File: config.mk
export PLATFORM = sky130hd
export DESIGN_NAME = day_count_to_calendar_date_top
export DESIGN_NICKNAME = d
export VERILOG_FILES = /design/src/design/dccd_pkg.sv /design/src/design/day_count_to_calendar_date_top.sv
export SDC_FILE = /design/constraint.sdc
export NUM_CORES = 2
export LEC_CHECK = 0
export BUFFER_PORTS_ARGS = -buffer_cell sky130_fd_sc_hd__buf_4
export CAP_MARGIN = 10
export CORE_MARGIN = 2
export CORE_UTILIZATION = 50
export CTS_CLUSTER_DIAMETER = 80
export DETAILED_ROUTE_END_ITERATION = 8
export PLACE_DENSITY = 0.77
export SLEW_MARGIN = 10
export SYNTH_ARGS = -nofsm -noshare
export SYNTH_HDL_FRONTEND = slang
export SYNTH_SLANG_ARGS = --single-unit
File: constraint.sdc
create_clock -name i_clk -period 12.1 [get_ports i_clk]
set_clock_uncertainty 0.1 [all_clocks]
set_input_delay 2.42 -clock i_clk [delete_from_list [all_inputs] [get_ports i_clk]]
set_output_delay 2.42 -clock i_clk [all_outputs]
set_load 0.005 [all_outputs]
File: src/design/dccd_pkg.sv
`default_nettype none

package dccd_pkg;

    // Field widths.
    localparam int unsigned CODE_W  = 32;
    localparam int unsigned YEAR_W  = 24;
    localparam int unsigned MONTH_W = 4;
    localparam int unsigned DAY_W   = 5;

    // Both divisions work on a non-negative 35-bit dividend.
    localparam int unsigned REM_W = 35;

    // Quotient bits of the two divisions.
    localparam int unsigned N1 = 17;
    localparam int unsigned N2 = 24;

    // Each quotient is first estimated as (x * RECIP) >> RECIP_S with
    // RECIP = floor(2^35 / divisor). For every x below 2^35 the estimate is
    // the true quotient or one less, so one compare and subtract finishes it.
    localparam int unsigned RECIP_S = 35;

    // Century division: floor((4*jdn + 274277) / 146097).
    localparam logic [REM_W-1:0] DIV1 = 35'd146097;
    // The dividend is shifted up by K1 * 146097 so that it is never negative.
    // With jdn = code - 2^31 + 2440588 it becomes 4*code + BIAS1.
    localparam logic [REM_W-1:0] BIAS1 = 35'd378847;
    localparam logic signed [N1:0] K1 = 18'sd58730;
    localparam logic [17:0] RECIP_ERA = 18'd235184;
    // The remainder of the estimate stays below twice the divisor.
    localparam int unsigned REM1_W = 19;
    localparam logic [REM1_W-1:0] ERA_DAYS = 19'd146097;

    // Four-year cycle division: e / 1461 with e = 4*f + 3.
    localparam logic [REM_W-1:0] DIV2 = 35'd1461;
    // e + K2 * 1461 with K2 = 5900000 equals 4*code + 4*q2 + BIAS2.
    localparam logic [REM_W-1:0] BIAS2 = 35'd39733215;
    // K2 plus the 4716 year offset of the conversion.
    localparam logic signed [N2:0] YEAR_OFFS = 25'sd5904716;
    localparam logic [24:0] RECIP_CYCLE = 25'd23517959;
    localparam int unsigned REM2_W = 12;
    localparam logic [REM2_W-1:0] CYCLE_DAYS = 12'd1461;

    // floor(h / 153) is (h * 1714) >> 18 for every h below 2048.
    localparam logic [10:0] MONTH_SPAN   = 11'd153;
    localparam logic [10:0] RECIP_SPAN   = 11'd1714;
    localparam int unsigned RECIP_SPAN_S = 18;

    // floor(m / 5) is (m * 205) >> 10 for every m below 153.
    localparam logic [7:0]  RECIP_FIVE   = 8'd205;
    localparam int unsigned RECIP_FIVE_S = 10;

    // Month numbering: the conversion counts months from March.
    localparam logic [MONTH_W-1:0] MONTH_MARCH = 4'd3;
    localparam logic [MONTH_W-1:0] MONTHS      = 4'd12;
    localparam logic [MONTH_W-1:0] MONTH_JAN   = 4'd1;
    localparam logic [MONTH_W-1:0] MONTH_FEB   = 4'd2;
    localparam logic [DAY_W-1:0]   FEB_MAX_DAY = 5'd29;

    // Register stages from the input to the result registers.
    localparam int unsigned LATENCY = 12;

endpackage

`default_nettype wire

File: src/design/day_count_to_calendar_date_top.sv
`default_nettype none

// Day code to proleptic Gregorian date converter. Drive a 32-bit day code
// (days since 1970-01-01 plus 2^31) on i_day_code and raise start; the
// transaction is taken at the rising edge where start is high and busy is
// low. busy is high during reset and until r_run is set after it, then stays
// low for good, so one transaction can be issued in every clock cycle. The
// block is a fixed pipeline of 12 register stages: the entry register, three
// stages for the 146097-day era division (reciprocal estimate, remainder,
// correction), one for the Gregorian correction, one for the four-year cycle
// dividend, three for the 1461-day cycle division, and three for the month,
// the day and the year. The result of a transaction appears on o_year,
// o_month and o_day_of_month for exactly one cycle with o_strobe high, once
// it has passed through all of these stages, and results leave in the
// order the codes came in. The receiver cannot stall the block, so it must
// capture the result in that cycle. Every code gives a valid date; the year
// is signed two's complement, with 0 meaning 1 BC.
module day_count_to_calendar_date_top
    import dccd_pkg::*;
(
    input  wire                      i_clk,
    input  wire                      i_rst_n,
    input  wire                      start,
    output logic                     busy,
    input  wire  [CODE_W-1:0]        i_day_code,
    output logic                     o_strobe,
    output logic signed [YEAR_W-1:0] o_year,
    output logic [MONTH_W-1:0]       o_month,
    output logic [DAY_W-1:0]         o_day_of_month
);

    // Valid bit positions of the stages that the assertions look at.
    localparam int unsigned V_ERA_REM   = 2;
    localparam int unsigned V_CYCLE_MOD = 8;

    logic r_run;
    logic accept;

    // One valid bit per stage; position 0 is the entry register and the
    // last position marks the result registers.
    logic [LATENCY-1:0] r_v;

    assign busy   = ~r_run;
    assign accept = start & r_run;

    always_ff @(posedge i_clk) begin
        if (!i_rst_n) begin
            r_run <= 1'b0;
            r_v   <= '0;
        end else begin
            r_run <= 1'b1;
            r_v   <= {r_v[LATENCY-2:0], accept};
        end
    end

    // ------------------------------------------------------------------
    // Era division. The entry register holds the biased dividend. The
    // quotient is estimated by a reciprocal multiplication, the remainder
    // of the estimate is formed, and one compare raises the estimate when
    // the remainder still holds a whole divisor.
    // ------------------------------------------------------------------
    logic [REM_W-1:0]  r_a_x;
    logic [CODE_W-1:0] r_a_code;

    always_ff @(posedge i_clk) begin
        if (accept) begin
            r_a_x    <= {1'b0, i_day_code, 2'b00} + BIAS1;
            r_a_code <= i_day_code;
        end
    end

    logic [REM_W+17:0]  a_prod;
    logic [REM_W-1:0]   a_qd;
    logic [REM_W-1:0]   a_diff;
    logic               a_fits;
    logic [N1-1:0]      r_a_qe;
    logic [REM_W-1:0]   r_a_x1;
    logic [REM1_W-1:0]  r_a_rem;
    logic [N1-1:0]      r_a_qe1;
    logic [N1-1:0]      r_a_q;
    logic [CODE_W-1:0]  r_a_code1;
    logic [CODE_W-1:0]  r_a_code2;
    logic [CODE_W-1:0]  r_a_code3;

    assign a_prod = {{18{1'b0}}, r_a_x} * {{REM_W{1'b0}}, RECIP_ERA};
    assign a_qd   = {{(REM_W-N1){1'b0}}, r_a_qe} * DIV1;
    assign a_diff = r_a_x1 - a_qd;
    assign a_fits = (r_a_rem >= ERA_DAYS);

    always_ff @(posedge i_clk) begin
        r_a_qe    <= a_prod[RECIP_S+N1-1:RECIP_S];
        r_a_x1    <= r_a_x;
        r_a_code1 <= r_a_code;
        r_a_rem   <= a_diff[REM1_W-1:0];
        r_a_qe1   <= r_a_qe;
        r_a_code2 <= r_a_code1;
        r_a_q     <= r_a_qe1 + {{(N1-1){1'b0}}, a_fits};
        r_a_code3 <= r_a_code2;
    end

    // ------------------------------------------------------------------
    // Gregorian correction: q2 = floor(3 * q1 / 4), then the dividend of
    // the four-year cycle division in its biased, non-negative form.
    // ------------------------------------------------------------------
    logic signed [N1:0]   q1;
    logic signed [N1+2:0] q1_ext;
    logic signed [N1+2:0] q1_x3;
    logic signed [N1:0]   n_f_q2;
    logic signed [N1:0]   r_f_q2;
    logic [CODE_W-1:0]    r_f_code;

    assign q1     = $signed({1'b0, r_a_q}) - K1;
    assign q1_ext = {{2{q1[N1]}}, q1};
    assign q1_x3  = (q1_ext <<< 1) + q1_ext;
    // Dropping the two low bits of a two's complement value floors it.
    assign n_f_q2 = q1_x3[N1+2:2];

    always_ff @(posedge i_clk) begin
        r_f_q2   <= n_f_q2;
        r_f_code <= r_a_code3;
    end

    logic [REM_W-1:0] r_b_x;

    always_ff @(posedge i_clk) begin
        r_b_x <= {1'b0, r_f_code, 2'b00}
               + {{(REM_W-N1-3){r_f_q2[N1]}}, r_f_q2, 2'b00}
               + BIAS2;
    end

    // ------------------------------------------------------------------
    // Four-year cycle division, built like the era division. The final
    // remainder is floor_mod(e, 1461).
    // ------------------------------------------------------------------
    logic [REM_W+24:0]  b_prod;
    logic [REM_W-1:0]   b_qd;
    logic [REM_W-1:0]   b_diff;
    logic               b_fits;
    logic [REM2_W-1:0]  n_b_mod;
    logic [N2-1:0]      r_b_qe;
    logic [REM_W-1:0]   r_b_x1;
    logic [REM2_W-1:0]  r_b_rem;
    logic [N2-1:0]      r_b_qe1;
    logic [REM2_W-1:0]  r_b_mod;
    logic [N2-1:0]      r_b_q;

    assign b_prod  = {{25{1'b0}}, r_b_x} * {{REM_W{1'b0}}, RECIP_CYCLE};
    assign b_qd    = {{(REM_W-N2){1'b0}}, r_b_qe} * DIV2;
    assign b_diff  = r_b_x1 - b_qd;
    assign b_fits  = (r_b_rem >= CYCLE_DAYS);
    assign n_b_mod = b_fits ? (r_b_rem - CYCLE_DAYS) : r_b_rem;

    always_ff @(posedge i_clk) begin
        r_b_qe  <= b_prod[RECIP_S+N2-1:RECIP_S];
        r_b_x1  <= r_b_x;
        r_b_rem <= b_diff[REM2_W-1:0];
        r_b_qe1 <= r_b_qe;
        r_b_mod <= n_b_mod;
        r_b_q   <= r_b_qe1 + {{(N2-1){1'b0}}, b_fits};
    end

    // ------------------------------------------------------------------
    // Day of the year from March (g), h = 5g + 2 and the month index.
    // ------------------------------------------------------------------
    logic [8:0]         g_day;
    logic [10:0]        n_g_h;
    logic [21:0]        span_prod;
    logic signed [N2:0] year_full;
    logic [10:0]        r_g_h;
    logic [3:0]         r_g_hq;
    logic [YEAR_W-1:0]  r_g_yb;

    assign g_day     = r_b_mod[10:2];
    assign n_g_h     = {g_day, 2'b00} + {2'b00, g_day} + 11'd2;
    assign span_prod = 22'(n_g_h) * 22'(RECIP_SPAN);
    assign year_full = $signed({1'b0, r_b_q}) - YEAR_OFFS;

    always_ff @(posedge i_clk) begin
        r_g_h  <= n_g_h;
        r_g_hq <= span_prod[RECIP_SPAN_S+3:RECIP_SPAN_S];
        r_g_yb <= year_full[YEAR_W-1:0];
    end

    // ------------------------------------------------------------------
    // Remainder within the month and the calendar month number.
    // ------------------------------------------------------------------
    logic [10:0]        month_start;
    logic [10:0]        h_rem;
    logic [MONTH_W-1:0] month_raw;
    logic               n_h_jan;
    logic [7:0]         r_h_hm;
    logic [MONTH_W-1:0] r_h_mm;
    logic               r_h_jan;
    logic [YEAR_W-1:0]  r_h_yb;

    assign month_start = 11'({7'd0, r_g_hq} * MONTH_SPAN);
    assign h_rem       = r_g_h - month_start;
    assign month_raw   = r_g_hq + MONTH_MARCH;
    assign n_h_jan     = (month_raw > MONTHS);

    always_ff @(posedge i_clk) begin
        r_h_hm  <= h_rem[7:0];
        r_h_mm  <= n_h_jan ? (month_raw - MONTHS) : month_raw;
        r_h_jan <= n_h_jan;
        r_h_yb  <= r_g_yb;
    end

    // ------------------------------------------------------------------
    // Day of the month and the year, which moves up by one for January
    // and February because the conversion's year starts in March.
    // ------------------------------------------------------------------
    logic [14:0]              day_prod;
    logic [DAY_W-1:0]         r_o_day;
    logic [MONTH_W-1:0]       r_o_month;
    logic signed [YEAR_W-1:0] r_o_year;

    assign day_prod = {7'd0, r_h_hm} * {7'd0, RECIP_FIVE};

    always_ff @(posedge i_clk) begin
        r_o_day   <= day_prod[RECIP_FIVE_S+4:RECIP_FIVE_S] + 5'd1;
        r_o_month <= r_h_mm;
        r_o_year  <= $signed(r_h_yb + YEAR_W'(r_h_jan));
    end

    assign o_strobe       = r_v[LATENCY-1];
    assign o_year         = r_o_year;
    assign o_month        = r_o_month;
    assign o_day_of_month = r_o_day;

    // ------------------------------------------------------------------
    // Assertions
    // ------------------------------------------------------------------
    a_latency: assert property (@(posedge i_clk) disable iff (!i_rst_n)
        o_strobe |-> $past(accept, LATENCY))
        else $error("result strobe without a transaction accepted LATENCY cycles before");

    a_div1_rem: assert property (@(posedge i_clk) disable iff (!i_rst_n)
        r_v[V_ERA_REM] |-> ({1'b0, r_a_rem} < {ERA_DAYS, 1'b0}))
        else $error("era quotient estimate more than one below the quotient");

    a_div2_rem: assert property (@(posedge i_clk) disable iff (!i_rst_n)
        r_v[V_CYCLE_MOD] |-> (r_b_mod < CYCLE_DAYS))
        else $error("four-year cycle division left a remainder out of range");

    a_range: assert property (@(posedge i_clk) disable iff (!i_rst_n)
        o_strobe |-> (o_month >= MONTH_JAN && o_month <= MONTHS && o_day_of_month != '0))
        else $error("month or day of month out of range");

    a_february: assert property (@(posedge i_clk) disable iff (!i_rst_n)
        (o_strobe && o_month == MONTH_FEB) |-> (o_day_of_month <= FEB_MAX_DAY))
        else $error("February date beyond its last day");

endmodule

`default_nettype wire
==> out/summary.log <==
[routing] total wirelength of the detailed-routed design 99.6 mm
[placement] dpl cell area 51300 um2
[cts] Post-CTS Hold Fix Bufs 0
[cts] number of buffers inserted by post-CTS setup repair 0
[floorplanning] Placement Rows 114
[timing] Slew Limit Fails 0
[floorplanning] Die H 317 um
[logic_synthesis] cells after synthesis 4606
[floorplanning] Die Area 101000 um2
[final_layout] share of post-route cells with drive strength above 1 4.16%
[routing] Via density 4.99
[logic_synthesis] fraction of registers with async set/reset 0%
[logic_synthesis] leading register cell type out of synthesis sky130_fd_sc_hd__dfxtp_1
[setup_path] Critical Path Source r_b_x[2]
[cts] Root Buffer Master sky130_fd_sc_hd__clkbuf_16
[setup_path] Reg2Reg Launch Point r_b_x[2]
[setup_path] worst path arrival time 7.47 ns
[cts] clock sink count 553
[placement] post-detailed-placement half-perimeter wirelength 85.0 mm
[outcome] outcome completed
[placement] routability congestion estimate 0.957
[setup_path] Setup crit end kind flip-flop
[timing] part of the cycle the worst path needs 58.0%
[floorplanning] die span in x 317 um
[timing] Final Setup Violations 0
[global_route] leftover overflow at the end of global routing 0
[routing] detailed-route via count 30249
[routing] top routing layer used met4
[routing] routed length on met3 3.61 mm
[setup_path] element type at the critical path start flip-flop
[setup_path] Reg2Reg Capture Point r_b_qe[20]
[timing] Fmax 0.142 GHz
[cts] number of H-tree branching levels 2
[placement] Inst Count DP 5951
[final_layout] number of nets in the finished design 6311
[logic_synthesis] post-synth top area cell sky130_fd_sc_hd__fa_1
[timing] final total negative setup slack 0 ns
[cts] clock insertion delay at the later pin of the skew report 0.67 ns
[final_layout] post-layout instance area 53300 um2
[flow_run] number of max-cap violations 0
[global_route] pin count of the biggest net entering global routing 65
[routing] DR DRC count 0
[cts] TritonCTS clock tree done
[logic_synthesis] leading post-synthesis cells by cell area sky130_fd_sc_hd__fa_1 28%, sky130_fd_sc_hd__ha_1 22%, sky130_fd_sc_hd__dfxtp_1 20%
[floorplanning] core region area 97000 um2
[min_path] kind of path behind the tightest hold check reg2reg
[final_layout] fill count 8280
[setup_path] number of cell instances on the worst register-to-register path 24
[timing] final critical delay including setup and external delays 7.02 ns
[logic_synthesis] count of flip-flops with a built-in enable after synthesis 65
[placement] number of port buffers 69
[floorplanning] I/O Pins 70
[logic_synthesis] fraction of post-synthesis cell area in the top cell type by area 28.3%
[logic_synthesis] Yosys warning count 0
[cts] post-CTS clock slew at the launch and capture registers of the worst setup and hold paths 0.06 ns
[global_route] total routing resource utilization after global routing 20.5%
[final_layout] area growth from synthesis to final layout 8.58%
[logic_synthesis] synthesized netlist net count 6183
[timing] setup repair after global routing missed its margin false
[routing] initial detailed-routing violation count 1317
[logic_synthesis] most numerous cell types in the synthesized netlist 1255 x sky130_fd_sc_hd__inv_1, 847 x sky130_fd_sc_hd__ha_1, 695 x sky130_fd_sc_hd__fa_1
[timing] Post-Route Hold Slack 0.198 ns
[setup_path] termination of the worst setup path r_b_qe[20]
[global_route] via count of the first global-routing pass 33065
[logic_synthesis] Avg Synthesized Cell Area 10.7 um2
[setup_path] category of the critical setup timing path reg2reg
[setup_path] R2R setup slack 5.08 ns
[timing] transition time at the pin with the least slew margin 0.972 ns
[cts] CTS Buf Count 57
[final_layout] # diodes 0
[routing] average wire per standard cell 16.4 um
[global_route] antenna violations before repair 0
[logic_synthesis] most used standard cell by instance count after synthesis sky130_fd_sc_hd__inv_1
[routing] count of antenna-violating nets left after detailed routing 0
[logic_synthesis] post-synthesis sequential area ratio 23.9%
[timing] Hold Vio Cnt, Final 0
[cts] Gates resized, CTS repair 0
[logic_synthesis] flops & latches, synth 553
[setup_path] maximum fanout count along the critical path 11
[final_layout] final non-filler cell total 6058
[logic_synthesis] count of cell types in the netlist 75
[logic_synthesis] Post-Synthesis Cell Area 49100 um2
[cts] CTS Buffer Depth 3
[routing] metal1 wirelength 43.0 mm
[global_route] first-pass GRT wire length 166 mm
[timing] Rel. slew slack 35.2%
[setup_path] required time of the critical path 12.54 ns
[routing] count of TritonRoute iterations in the first routing pass 5
[floorplanning] starting density of the core 50.6%
[routing] routed length on met2 50.4 mm
[worst max-delay path, stage by stage, from the launching register on]
cell                       delay (ns)
sky130_fd_sc_hd__dfxtp_1         0.63
sky130_fd_sc_hd__inv_1           0.34
sky130_fd_sc_hd__ha_1            0.47
sky130_fd_sc_hd__xnor2_1         0.38
sky130_fd_sc_hd__xnor2_1         0.18
sky130_fd_sc_hd__ha_1            0.16
sky130_fd_sc_hd__inv_1           0.05
sky130_fd_sc_hd__fa_1            0.53
sky130_fd_sc_hd__inv_1           0.05
sky130_fd_sc_hd__fa_1            0.47
sky130_fd_sc_hd__fa_1            0.55
sky130_fd_sc_hd__inv_1           0.06
sky130_fd_sc_hd__fa_1            0.53
sky130_fd_sc_hd__inv_1           0.04
sky130_fd_sc_hd__ha_1            0.31
sky130_fd_sc_hd__a21oi_1         0.14
sky130_fd_sc_hd__o21ai_0         0.12
sky130_fd_sc_hd__a221oi_1        0.32
sky130_fd_sc_hd__nor2_1          0.09
sky130_fd_sc_hd__o31ai_2         0.36
sky130_fd_sc_hd__a21o_1          0.20
sky130_fd_sc_hd__nand3_1         0.14
sky130_fd_sc_hd__a221o_1         0.38
sky130_fd_sc_hd__a21oi_1         0.18
sky130_fd_sc_hd__xnor2_1         0.13
[stage by stage]
stage | worst slack, ns | util, %
after floorplan | 5.71 | -
after global placement | 5.18 | 52.8
after detailed placement | 5.12 | 52.8
after CTS | 5.07 | 55.0
after global routing | 4.63 | 55.0
final | 5.08 | 55.0
[worst min-delay path by stage]
stage / endpoint / cells after the start / start / slack (ns)
CTS: r_a_code3[16] / 0 / r_a_code2[16] / 0.21
global placement: r_h_yb[4] / 0 / r_g_yb[4] / 0.21
floorplan: o_month[0] / 0 / r_h_mm[0] / 0.21
detailed placement: r_a_code2[20] / 0 / r_a_code1[20] / 0.21
global route: r_a_code3[16] / 0 / r_a_code2[16] / 0.22
finish: r_a_code3[16] / 0 / r_a_code2[16] / 0.20
[layout by cell type, fill, tap and decap left out, types with 18 or more instances in the layout]
cell type                   count
sky130_fd_sc_hd__nor2_1       120
sky130_fd_sc_hd__o21ai_0       80
sky130_fd_sc_hd__inv_1       1255
sky130_fd_sc_hd__clkbuf_16     59
sky130_fd_sc_hd__nor2b_1       23
sky130_fd_sc_hd__and2_1        20
sky130_fd_sc_hd__xnor2_1      217
sky130_fd_sc_hd__a21o_1        62
sky130_fd_sc_hd__and3_1        30
sky130_fd_sc_hd__a31oi_1       19
sky130_fd_sc_hd__nand2b_1      26
sky130_fd_sc_hd__nand4_1       26
sky130_fd_sc_hd__dfxtp_1      488
sky130_fd_sc_hd__o21a_1        24
sky130_fd_sc_hd__nor3_1        43
sky130_fd_sc_hd__nand2_1      105
sky130_fd_sc_hd__nand3_1       65
sky130_fd_sc_hd__ha_1         847
sky130_fd_sc_hd__xor2_1        98
sky130_fd_sc_hd__buf_4         75
sky130_fd_sc_hd__fa_1         695
sky130_fd_sc_hd__edfxtp_1      65
sky130_fd_sc_hd__o21bai_1      18
sky130_fd_sc_hd__a21oi_1      115
[area by class of cell]
type / instances / area [um2] / area share (%)
flip-flops and latches: 553 / 11700 / 22.0
clock buffers: 70 / 1560 / 2.92
inverters: 1255 / 4710 / 8.83
well taps: 1276 / 1600 / 2.99
clock inverters: 37 / 519 / 0.974
multi-input cells: 2792 / 32700 / 61.2
repair buffers: 75 / 563 / 1.06
[logic make-up (layout without fill, tap and decap cells)]
kind of cell	count (synthesis)	in the layout	share of synthesized area (%)
fa+ha+maj	1542	1542	49.9
buf+inv	1261	1437	9.64
flops	553	553	23.9
simple gates	512	512	5.25
compound gates	420	420	5.67
xor+xnor	315	315	5.62
mux	3	3	0.0688
[sequential cells by signal (all words and copies together), names as in the netlist, 24 cells and up]
| name | count |
|---|---|
| o_year | 24 |
| r_f_code | 32 |
| r_a_code3 | 32 |
| r_b_qe | 24 |
| r_b_qe1 | 24 |
| r_b_q | 24 |
| r_a_x | 33 |
| r_a_code1 | 32 |
| r_a_code | 32 |
| r_a_code2 | 32 |
| r_g_yb | 24 |
| r_b_x | 33 |
| r_h_yb | 24 |
[metal layers]
metal / track usage [%] / up-vias
met4: 5.50 / 0
met1: 25.8 / 14951
li1: - / 14691
met3: 2.63 / 140
met5: 0 / -
met2: 37.1 / 467
Power is not shown: default switching activity piles up to over one toggle a cycle in this logic, so the estimate is an artifact.
